===== config.mk =====
export PLATFORM = sky130hd
export DESIGN_NAME = alarm_confirm_hold_cooldown_core_flat
export DESIGN_NICKNAME = d
export VERILOG_FILES = /design/src/hdl/achc_pkg.sv /design/src/hdl/achc_if.sv /design/src/hdl/alarm_confirm_hold_cooldown_core.sv /design/src/flat_wrapper.sv
export SDC_FILE = /design/constraint.sdc
export NUM_CORES = 1
export LEC_CHECK = 0
export BUFFER_PORTS_ARGS = -buffer_cell sky130_fd_sc_hd__buf_4
export CAP_MARGIN = 30
export CORE_ASPECT_RATIO = 1.5
export CORE_MARGIN = 3
export CORE_UTILIZATION = 61
export DETAILED_ROUTE_END_ITERATION = 10
export PLACE_DENSITY_LB_ADDON = 0.2
export SYNTH_ARGS = -nofsm -noshare
export SYNTH_HDL_FRONTEND = slang
export SYNTH_SLANG_ARGS = --single-unit

===== constraint.sdc =====
create_clock -name clk_i -period 4.3 [get_ports clk_i]
set_input_delay 0.86 -clock clk_i [delete_from_list [all_inputs] [get_ports clk_i]]
set_output_delay 0.86 -clock clk_i [all_outputs]
set_load 0.1 [all_outputs]

===== src/hdl/achc_pkg.sv =====
// ----------------------------------------------------------------------------
// Alarm qualifier package
// Shared widths, codes and register reset values for the alarm qualifier.
// ----------------------------------------------------------------------------
package achc_pkg;

  // Width of the consecutive danger and clear run counters.
  localparam int unsigned RunWidth  = 8;
  // Width of the tick arithmetic used for hold and cooldown deadlines.
  localparam int unsigned TickWidth = 32;

  localparam int unsigned CfgIdxWidth  = 2;
  localparam int unsigned CfgDataWidth = 31;

  localparam logic [RunWidth-1:0] RunMax = {RunWidth{1'b1}};

  localparam logic [7:0]  ConfirmCountRst  = 8'd2;
  localparam logic [7:0]  ClearCountRst    = 8'd3;
  localparam logic [30:0] HoldTicksRst     = 31'd2000;
  localparam logic [30:0] CooldownTicksRst = 31'd3000;

  localparam logic [7:0] DangerLabel = 8'd1;

  typedef enum logic [2:0] {
    RISK_OFF        = 3'd0,
    RISK_MONITORING = 3'd1,
    RISK_SUSPICIOUS = 3'd2,
    RISK_ALERTING   = 3'd3,
    RISK_COOLDOWN   = 3'd4
  } risk_e;

  typedef enum logic [1:0] {
    CMD_WINDOW = 2'd0,
    CMD_START  = 2'd1,
    CMD_STOP   = 2'd2
  } cmd_e;

  typedef enum logic [CfgIdxWidth-1:0] {
    CFG_CONFIRM_COUNT  = 2'd0,
    CFG_CLEAR_COUNT    = 2'd1,
    CFG_HOLD_TICKS     = 2'd2,
    CFG_COOLDOWN_TICKS = 2'd3
  } cfg_idx_e;

endpackage


===== src/hdl/achc_if.sv =====
// ----------------------------------------------------------------------------
// Alarm qualifier channels
// Valid/ready channel interfaces for window items and alarm results.
// ----------------------------------------------------------------------------
interface achc_in_if;
  logic        valid;
  logic        ready;
  logic [1:0]  command;
  logic [7:0]  class_label;
  logic [15:0] danger_probability;
  logic [31:0] tick_stamp;

  modport source (
    output valid, command, class_label, danger_probability, tick_stamp,
    input  ready
  );
  modport sink (
    input  valid, command, class_label, danger_probability, tick_stamp,
    output ready
  );
endinterface

interface achc_out_if;
  logic        valid;
  logic        ready;
  logic [2:0]  risk_code;
  logic        alert_raised;
  logic        alert_cleared;
  logic [31:0] alert_number;
  logic        alarm_active;
  logic        stable_danger;
  logic        last_detected_danger;
  logic [15:0] last_alert_confidence;
  logic [15:0] latest_confidence;

  modport source (
    output valid, risk_code, alert_raised, alert_cleared, alert_number, alarm_active,
           stable_danger, last_detected_danger, last_alert_confidence, latest_confidence,
    input  ready
  );
  modport sink (
    input  valid, risk_code, alert_raised, alert_cleared, alert_number, alarm_active,
           stable_danger, last_detected_danger, last_alert_confidence, latest_confidence,
    output ready
  );
endinterface


===== src/hdl/alarm_confirm_hold_cooldown_core.sv =====
// The block takes one command or window transaction per clock cycle while the output is not
// stalled, and returns exactly one result transaction for each, held first in the input
// register and then in the result register. The whole state update (run counters, deadline
// compares and the risk state machine) is combinational between those two registers, which
// sets the sustained rate of one item per cycle.
// ----------------------------------------------------------------------------
// Alarm qualifier core
// Confirms danger windows into an alarm with hold and cooldown deadlines.
// ----------------------------------------------------------------------------
module alarm_confirm_hold_cooldown_core (
  input  logic                              clk_i,
  input  logic                              rst_ni,
  achc_in_if.sink                           in_if,
  achc_out_if.source                        out_if,
  input  logic                              cfg_we_i,
  input  logic [achc_pkg::CfgIdxWidth-1:0]  cfg_idx_i,
  input  logic [achc_pkg::CfgDataWidth-1:0] cfg_wdata_i
);

  localparam int unsigned RW = achc_pkg::RunWidth;
  localparam int unsigned TW = achc_pkg::TickWidth;

  // Configuration registers.
  logic [7:0]  confirm_q;
  logic [7:0]  clear_cnt_q;
  logic [30:0] hold_ticks_q;
  logic [30:0] cool_ticks_q;

  // Input register.
  logic        in_vld_q;
  logic [1:0]  cmd_q;
  logic [7:0]  label_q;
  logic [15:0] prob_q;
  logic [TW-1:0] now_q;

  // Block state.
  logic          running_q, running_d;
  achc_pkg::risk_e risk_q, risk_d;
  logic [RW-1:0] danger_run_q, danger_run_d;
  logic [RW-1:0] clear_run_q, clear_run_d;
  logic [TW-1:0] hold_dl_q, hold_dl_d;
  logic [TW-1:0] cool_dl_q, cool_dl_d;
  logic          overlay_q, overlay_d;
  logic          stable_q, stable_d;
  logic          detected_q, detected_d;
  logic [15:0]   alert_conf_q, alert_conf_d;
  logic [15:0]   win_conf_q, win_conf_d;
  logic [31:0]   alert_cnt_q, alert_cnt_d;
  logic          raised_d, cleared_d;

  // Result register.
  logic            out_vld_q;
  achc_pkg::risk_e res_risk_q;
  logic            res_raised_q;
  logic            res_cleared_q;
  logic [31:0]     res_alert_num_q;
  logic            res_active_q;
  logic            res_stable_q;
  logic            res_detected_q;
  logic [15:0]     res_alert_conf_q;
  logic [15:0]     res_win_conf_q;

  logic advance;

  // A deadline has been reached when the wrap-around difference is non-negative.
  function automatic logic reached(input logic [TW-1:0] now, input logic [TW-1:0] deadline);
    logic [TW-1:0] diff;
    diff = now - deadline;
    return ~diff[TW-1];
  endfunction

  assign advance      = in_vld_q && (!out_vld_q || out_if.ready);
  assign in_if.ready  = !in_vld_q || advance;

  always_ff @(posedge clk_i or negedge rst_ni) begin
    if (!rst_ni) begin
      confirm_q    <= achc_pkg::ConfirmCountRst;
      clear_cnt_q  <= achc_pkg::ClearCountRst;
      hold_ticks_q <= achc_pkg::HoldTicksRst;
      cool_ticks_q <= achc_pkg::CooldownTicksRst;
    end else if (cfg_we_i) begin
      unique case (achc_pkg::cfg_idx_e'(cfg_idx_i))
        achc_pkg::CFG_CONFIRM_COUNT:  confirm_q    <= cfg_wdata_i[7:0];
        achc_pkg::CFG_CLEAR_COUNT:    clear_cnt_q  <= cfg_wdata_i[7:0];
        achc_pkg::CFG_HOLD_TICKS:     hold_ticks_q <= cfg_wdata_i;
        achc_pkg::CFG_COOLDOWN_TICKS: cool_ticks_q <= cfg_wdata_i;
        default: ;
      endcase
    end
  end

  always_ff @(posedge clk_i or negedge rst_ni) begin
    if (!rst_ni) begin
      in_vld_q <= 1'b0;
    end else if (in_if.ready) begin
      in_vld_q <= in_if.valid;
    end
  end

  always_ff @(posedge clk_i) begin
    if (in_if.valid && in_if.ready) begin
      cmd_q   <= in_if.command;
      label_q <= in_if.class_label;
      prob_q  <= in_if.danger_probability;
      now_q   <= in_if.tick_stamp[TW-1:0];
    end
  end

  always_comb begin
    logic          danger;
    logic          in_cool;
    logic [RW-1:0] danger_inc;
    logic [RW-1:0] clear_inc;
    logic [31:0]   hold_sum;
    logic [31:0]   cool_sum;

    danger     = (label_q == achc_pkg::DangerLabel);
    in_cool    = (risk_q == achc_pkg::RISK_COOLDOWN) && !reached(now_q, cool_dl_q);
    danger_inc = (danger_run_q != achc_pkg::RunMax) ? danger_run_q + 1'b1 : danger_run_q;
    clear_inc  = (clear_run_q != achc_pkg::RunMax) ? clear_run_q + 1'b1 : clear_run_q;
    hold_sum   = 32'(now_q) + 32'(hold_ticks_q);
    cool_sum   = 32'(now_q) + 32'(cool_ticks_q);

    running_d    = running_q;
    risk_d       = risk_q;
    danger_run_d = danger_run_q;
    clear_run_d  = clear_run_q;
    hold_dl_d    = hold_dl_q;
    cool_dl_d    = cool_dl_q;
    overlay_d    = overlay_q;
    stable_d     = stable_q;
    detected_d   = detected_q;
    alert_conf_d = alert_conf_q;
    win_conf_d   = win_conf_q;
    alert_cnt_d  = alert_cnt_q;
    raised_d     = 1'b0;
    cleared_d    = 1'b0;

    case (cmd_q)
      achc_pkg::CMD_WINDOW: begin
        if (running_q) begin
          win_conf_d = prob_q;
          if (danger) begin
            danger_run_d = danger_inc;
            clear_run_d  = '0;
            hold_dl_d    = hold_sum[TW-1:0];
          end else begin
            danger_run_d = '0;
            clear_run_d  = clear_inc;
          end

          if (in_cool) begin
            risk_d = achc_pkg::RISK_COOLDOWN;
          end else if (danger && 32'(danger_run_d) >= 32'(confirm_q) && !overlay_q) begin
            risk_d       = achc_pkg::RISK_ALERTING;
            stable_d     = 1'b1;
            detected_d   = 1'b1;
            alert_conf_d = prob_q;
            alert_cnt_d  = alert_cnt_q + 32'd1;
            overlay_d    = 1'b1;
            raised_d     = 1'b1;
          end else if (danger && overlay_q) begin
            // Another danger window while alarmed refreshes the confidence.
            risk_d       = achc_pkg::RISK_ALERTING;
            stable_d     = 1'b1;
            alert_conf_d = prob_q;
          end else if (danger) begin
            risk_d = achc_pkg::RISK_SUSPICIOUS;
          end else if (overlay_q) begin
            if (reached(now_q, hold_dl_q) && 32'(clear_run_d) >= 32'(clear_cnt_q)) begin
              stable_d  = 1'b0;
              overlay_d = 1'b0;
              cool_dl_d = cool_sum[TW-1:0];
              risk_d    = achc_pkg::RISK_COOLDOWN;
              cleared_d = 1'b1;
            end else begin
              risk_d = achc_pkg::RISK_ALERTING;
            end
          end else if (risk_q == achc_pkg::RISK_COOLDOWN) begin
            risk_d = reached(now_q, cool_dl_q) ? achc_pkg::RISK_MONITORING
                                               : achc_pkg::RISK_COOLDOWN;
          end else begin
            risk_d = achc_pkg::RISK_MONITORING;
          end
        end
      end
      achc_pkg::CMD_START, achc_pkg::CMD_STOP: begin
        // Start while already running leaves everything as it is.
        if (cmd_q == achc_pkg::CMD_STOP || !running_q) begin
          running_d    = (cmd_q == achc_pkg::CMD_START);
          risk_d       = (cmd_q == achc_pkg::CMD_START) ? achc_pkg::RISK_MONITORING
                                                        : achc_pkg::RISK_OFF;
          danger_run_d = '0;
          clear_run_d  = '0;
          hold_dl_d    = '0;
          cool_dl_d    = '0;
          overlay_d    = 1'b0;
          stable_d     = 1'b0;
          detected_d   = 1'b0;
          alert_conf_d = '0;
          win_conf_d   = '0;
          alert_cnt_d  = '0;
        end
      end
      default: ;
    endcase
  end

  always_ff @(posedge clk_i or negedge rst_ni) begin
    if (!rst_ni) begin
      running_q    <= 1'b0;
      risk_q       <= achc_pkg::RISK_OFF;
      danger_run_q <= '0;
      clear_run_q  <= '0;
      hold_dl_q    <= '0;
      cool_dl_q    <= '0;
      overlay_q    <= 1'b0;
      stable_q     <= 1'b0;
      detected_q   <= 1'b0;
      alert_conf_q <= '0;
      win_conf_q   <= '0;
      alert_cnt_q  <= '0;
    end else if (advance) begin
      running_q    <= running_d;
      risk_q       <= risk_d;
      danger_run_q <= danger_run_d;
      clear_run_q  <= clear_run_d;
      hold_dl_q    <= hold_dl_d;
      cool_dl_q    <= cool_dl_d;
      overlay_q    <= overlay_d;
      stable_q     <= stable_d;
      detected_q   <= detected_d;
      alert_conf_q <= alert_conf_d;
      win_conf_q   <= win_conf_d;
      alert_cnt_q  <= alert_cnt_d;
    end
  end

  always_ff @(posedge clk_i or negedge rst_ni) begin
    if (!rst_ni) begin
      out_vld_q <= 1'b0;
    end else if (advance) begin
      out_vld_q <= 1'b1;
    end else if (out_if.ready) begin
      out_vld_q <= 1'b0;
    end
  end

  always_ff @(posedge clk_i) begin
    if (advance) begin
      res_risk_q       <= risk_d;
      res_raised_q     <= raised_d;
      res_cleared_q    <= cleared_d;
      res_alert_num_q  <= alert_cnt_d;
      res_active_q     <= overlay_d;
      res_stable_q     <= stable_d;
      res_detected_q   <= detected_d;
      res_alert_conf_q <= alert_conf_d;
      res_win_conf_q   <= win_conf_d;
    end
  end

  assign out_if.valid                 = out_vld_q;
  assign out_if.risk_code             = res_risk_q;
  assign out_if.alert_raised          = res_raised_q;
  assign out_if.alert_cleared         = res_cleared_q;
  assign out_if.alert_number          = res_alert_num_q;
  assign out_if.alarm_active          = res_active_q;
  assign out_if.stable_danger         = res_stable_q;
  assign out_if.last_detected_danger  = res_detected_q;
  assign out_if.last_alert_confidence = res_alert_conf_q;
  assign out_if.latest_confidence     = res_win_conf_q;

endmodule


===== src/flat_wrapper.sv =====
// flat-port wrapper written by rule: the top's interface ports become plain ports
module alarm_confirm_hold_cooldown_core_flat 
  (clk_i, rst_ni, cfg_we_i, cfg_idx_i, cfg_wdata_i, in_if_valid, in_if_command, in_if_class_label, in_if_danger_probability, in_if_tick_stamp, in_if_ready, out_if_valid, out_if_risk_code, out_if_alert_raised, out_if_alert_cleared, out_if_alert_number, out_if_alarm_active, out_if_stable_danger, out_if_last_detected_danger, out_if_last_alert_confidence, out_if_latest_confidence, out_if_ready);
  achc_in_if in_if_i ();
  achc_out_if out_if_i ();
  input  logic clk_i;
  input  logic rst_ni;
  input  logic cfg_we_i;
  input  logic [achc_pkg::CfgIdxWidth-1:0] cfg_idx_i;
  input  logic [achc_pkg::CfgDataWidth-1:0] cfg_wdata_i;
  input wire logic [$bits(in_if_i.valid)-1:0] in_if_valid;
  input wire logic [$bits(in_if_i.command)-1:0] in_if_command;
  input wire logic [$bits(in_if_i.class_label)-1:0] in_if_class_label;
  input wire logic [$bits(in_if_i.danger_probability)-1:0] in_if_danger_probability;
  input wire logic [$bits(in_if_i.tick_stamp)-1:0] in_if_tick_stamp;
  output wire logic [$bits(in_if_i.ready)-1:0] in_if_ready;
  output wire logic [$bits(out_if_i.valid)-1:0] out_if_valid;
  output wire logic [$bits(out_if_i.risk_code)-1:0] out_if_risk_code;
  output wire logic [$bits(out_if_i.alert_raised)-1:0] out_if_alert_raised;
  output wire logic [$bits(out_if_i.alert_cleared)-1:0] out_if_alert_cleared;
  output wire logic [$bits(out_if_i.alert_number)-1:0] out_if_alert_number;
  output wire logic [$bits(out_if_i.alarm_active)-1:0] out_if_alarm_active;
  output wire logic [$bits(out_if_i.stable_danger)-1:0] out_if_stable_danger;
  output wire logic [$bits(out_if_i.last_detected_danger)-1:0] out_if_last_detected_danger;
  output wire logic [$bits(out_if_i.last_alert_confidence)-1:0] out_if_last_alert_confidence;
  output wire logic [$bits(out_if_i.latest_confidence)-1:0] out_if_latest_confidence;
  input wire logic [$bits(out_if_i.ready)-1:0] out_if_ready;
  assign in_if_i.valid = in_if_valid;
  assign in_if_i.command = in_if_command;
  assign in_if_i.class_label = in_if_class_label;
  assign in_if_i.danger_probability = in_if_danger_probability;
  assign in_if_i.tick_stamp = in_if_tick_stamp;
  assign in_if_ready = in_if_i.ready;
  assign out_if_valid = out_if_i.valid;
  assign out_if_risk_code = out_if_i.risk_code;
  assign out_if_alert_raised = out_if_i.alert_raised;
  assign out_if_alert_cleared = out_if_i.alert_cleared;
  assign out_if_alert_number = out_if_i.alert_number;
  assign out_if_alarm_active = out_if_i.alarm_active;
  assign out_if_stable_danger = out_if_i.stable_danger;
  assign out_if_last_detected_danger = out_if_i.last_detected_danger;
  assign out_if_last_alert_confidence = out_if_i.last_alert_confidence;
  assign out_if_latest_confidence = out_if_i.latest_confidence;
  assign out_if_i.ready = out_if_ready;
  alarm_confirm_hold_cooldown_core u_core (.clk_i(clk_i), .rst_ni(rst_ni), .in_if(in_if_i), .out_if(out_if_i), .cfg_we_i(cfg_we_i), .cfg_idx_i(cfg_idx_i), .cfg_wdata_i(cfg_wdata_i));
endmodule

==> flow_summary.json <==
{
  "path_max_fanout": 9,
  "synth-seq-cells": 361,
  "grt_max_degree": 106,
  "gp_congestion": 0.910,
  "synthCells": 1801,
  "vias_per_cell": 6.41,
  "antenna_found_initial": 0,
  "synth_area_per_cell_um2": 11.0,
  "cts_buffer_depth": 3,
  "rsz0062_at_grt": "false",
  "io-pin-count": 170,
  "status": "complete, no violations",
  "num_vias": 15456,
  "cts_tree": "built",
  "cts.clk_slew.worst_paths_ns": 0.07,
  "clock-sinks": 361,
  "synth_top_area_cell": "dfrtp_1",
  "drcViolationCount": 0,
  "wl_mm": 50.4,
  "synth_edf_count": 130,
  "worst_slack_ns": 0.287,
  "grt-busiest-layer": "met2",
  "ys_async_sr_fraction": 0.640,
  "fillers": 2322,
  "slew_headroom": 0.408,
  "fmax_ghz": 0.249,
  "maxSlewViolCount": 0,
  "wl_per_cell_um": 20.9,
  "gr-usage-all-layers": 0.287,
  "period_minus_slack_ns": 4.01,
  "n_antenna_cell": 0,
  "rrSetupSlack_ns": 0.29,
  "use_met2": 0.539,
  "core_mm2": 0.0319,
  "power_mw": 11.2,
  "mostFrequentLayoutCells": "dfrtp_1 (215), buf_4 (214), ha_1 (145)",
  "fin_setup_tns_ns": 0,
  "ir_drop_v": 0.000374,
  "setup_viol": 0,
  "fin_crit_sh": 0.933,
  "design_area_mm2": 0.0228,
  "cp_data_required_time_ns": 4.59,
  "total_leakage_power_nw": 10.1,
  "cp-start-kind": "flop",
  "met3_usage": 0.0349,
  "drive_above_1_share": 0.199,
  "cp.arrival_ns": 4.30,
  "grt_pass1_wl_mm": 80.4,
  "ys_seq_area_frac": 0.490,
  "synth_nets": 2044,
  "synth_ff_type": "dfrtp_1",
  "yosysTopAreaCellShare": 0.272,
  "die_h_um": 227,
  "ant_nets": 0,
  "worstSetupPathType": "reg2reg",
  "worst_slew_pin_slew_ns": 0.889,
  "synth.area.top_cells": "dfrtp_1 (27%), edfxtp_1 (20%), ha_1 (9.2%)",
  "maxCapViolCount": 0,
  "use_met1": 0.312,
  "drtIter0Drc": 973,
  "start_util": 0.620,
  "layout_commonest_cell": "dfrtp_1",
  "yosys_warnings": 0,
  "clkLatencyLatePin_ns": 0.54,
  "synth_cell_type_count": 87,
  "fp.dieW_um": 153,
  "htreeDepth": 2,
  "io_buffers": 169,
  "worstSetupEndpointType": "flop",
  "cts_buffers": 37,
  "die_area_mm2": 0.0347,
  "hold_viol": 0,
  "placed_area_mm2": 0.0216,
  "grt_pass1_vias": 15798,
  "first_pass_iters": 5,
  "cts_root_buffer": "clkbuf_16",
  "final_util": 0.715,
  "hold_class": "in2async",
  "fin_skew_ns": 0.0199,
  "netlist_area_mm2": 0.0198,
  "num_rows": 80,
  "overflow": 0,
  "dpl.hpwl_mm": 35.6,
  "p_per_area_mw_per_mm2": 491,
  "pre_cts_ws_ns": 0.195,
  "area_growth_pct": 15.4,
  "nets": 2218
}
logic make-up (layout without fill, tap and decap cells):
| family | Yosys count | in the layout | synth area share |
|---|---|---|---|
| compound gates | 541 | 541 | 0.194 |
| xor+xnor | 54 | 54 | 0.0239 |
| fa+ha+maj | 147 | 147 | 0.0937 |
| buf+inv | 182 | 383 | 0.0384 |
| flops | 361 | 361 | 0.490 |
| mux | 78 | 78 | 0.0439 |
| simple gates | 438 | 438 | 0.116 |
power by group:
part           internal [mW]  switching [mW]  total (mW)
Clock                   1.86            1.36        3.21
Sequential              4.16           0.382        4.55
Combinational           1.36            2.10        3.46
Total                   7.38            3.84        11.2
cell type report:
class                   instances  area, µm²  area share
well taps                     410        513      0.0225
inverters                      97        365      0.0160
multi-input cells            1258       9350       0.409
clock inverters                19        210     0.00920
repair buffers                220       1720      0.0754
flip-flops and latches        361       9700       0.425
clock buffers                  47        973      0.0426
metrics by stage:
stage          hold slack (ns)  std cells
5_1_grt                  0.412       2412
2_1_floorplan            0.449       1801
6_report                 0.357       2412
3_5_place_dp             0.470       2343
4_1_cts                  0.421       2409
3_3_place_gp             0.462       2341
state kept, by name, indices dropped and copies added, names as in the netlist, 2 cells and up:
name	cells
u_core.label_q	8
u_core.out_if.last_alert_confidence	16
u_core.out_if.latest_confidence	16
u_core.risk_q	3
u_core.prob_q	16
u_core.out_if.alert_number	32
u_core.cmd_q	2
u_core.cool_dl_q	32
u_core.clear_run_q	8
u_core.now_q	32
u_core.alert_cnt_q	32
u_core.alert_conf_q	16
u_core.cool_ticks_q	31
u_core.confirm_q	8
u_core.hold_dl_q	32
u_core.win_conf_q	16
u_core.hold_ticks_q	31
u_core.clear_cnt_q	8
u_core.danger_run_q	8
u_core.out_if.risk_code	3
worst max-delay path, stage by stage, from the launching register on:
cell	delay, ns
dfrtp_1	0.41
ha_1	0.24
and3_1	0.23
nand3_1	0.25
xor2_1	0.26
nand2_1	0.08
ha_1	0.28
nand2b_1	0.14
a21o_1	0.17
a21o_1	0.17
a211oi_1	0.21
o21ai_0	0.23
a21oi_1	0.21
buf_4	0.15
nor4_4	0.04
buf_4	0.19
buf_4	0.15
buf_4	0.16
a22o_1	0.19
final timing paths:
path                       cells after the start                                     end                    from
setup / recovery                              18  u_core.out_if.last_alert_confidence[7]  u_core.danger_run_q[1]
hold / removal                                 1                  u_core.alert_cnt_q[10]                  rst_ni
setup reg to reg                              18  u_core.out_if.last_alert_confidence[7]  u_core.danger_run_q[1]
hold reg to reg                                2                    u_core.hold_dl_q[12]    u_core.hold_dl_q[12]
max in group asynchronous                      2                 u_core.hold_ticks_q[22]                  rst_ni
min in group clk_i                             2                    u_core.hold_dl_q[12]    u_core.hold_dl_q[12]
routing by layer:
layer  part of all wire  wire (µm)
met5                  0          0
met2               0.54      27000
met1               0.36      18200
met3              0.044       2230
met4              0.058       2920
cell usage after synthesis (all sizes together), types with 5 or more instances:
cell type,number
o21ai,97
a21oi,84
a41oi,15
clkbuf,53
xor2,26
o21a,16
o31ai,11
and3,26
mux2i,7
inv,96
dfrtp,215
nor3b,5
xnor2,28
a221oi,5
a31oi,46
nand2,129
ha,145
nor2,73
o22a,8
nand4,22
nand3b,5
a32o,10
and2,20
buf,32
o211ai,12
nand3,51
edfxtp,130
nand2b,18
nor3,35
a2bb2oi,5
dfstp,16
nor4,7
o41ai,6
o21bai,8
or2,5
and4,5
or4,10
or3,8
mux2,71
a211oi,22
a22o,109
a21o,49
nor2b,11
timing repair:
| action | in CTS | in global routing |
|---|---|---|
| endpoints found under the setup margin | 0 | 35 |
| hold buffers | 0 | 0 |
| buffers inserted | 0 | 3 |
| resized for setup | 0 | 2 |
(Power assumes the default switching activity.)
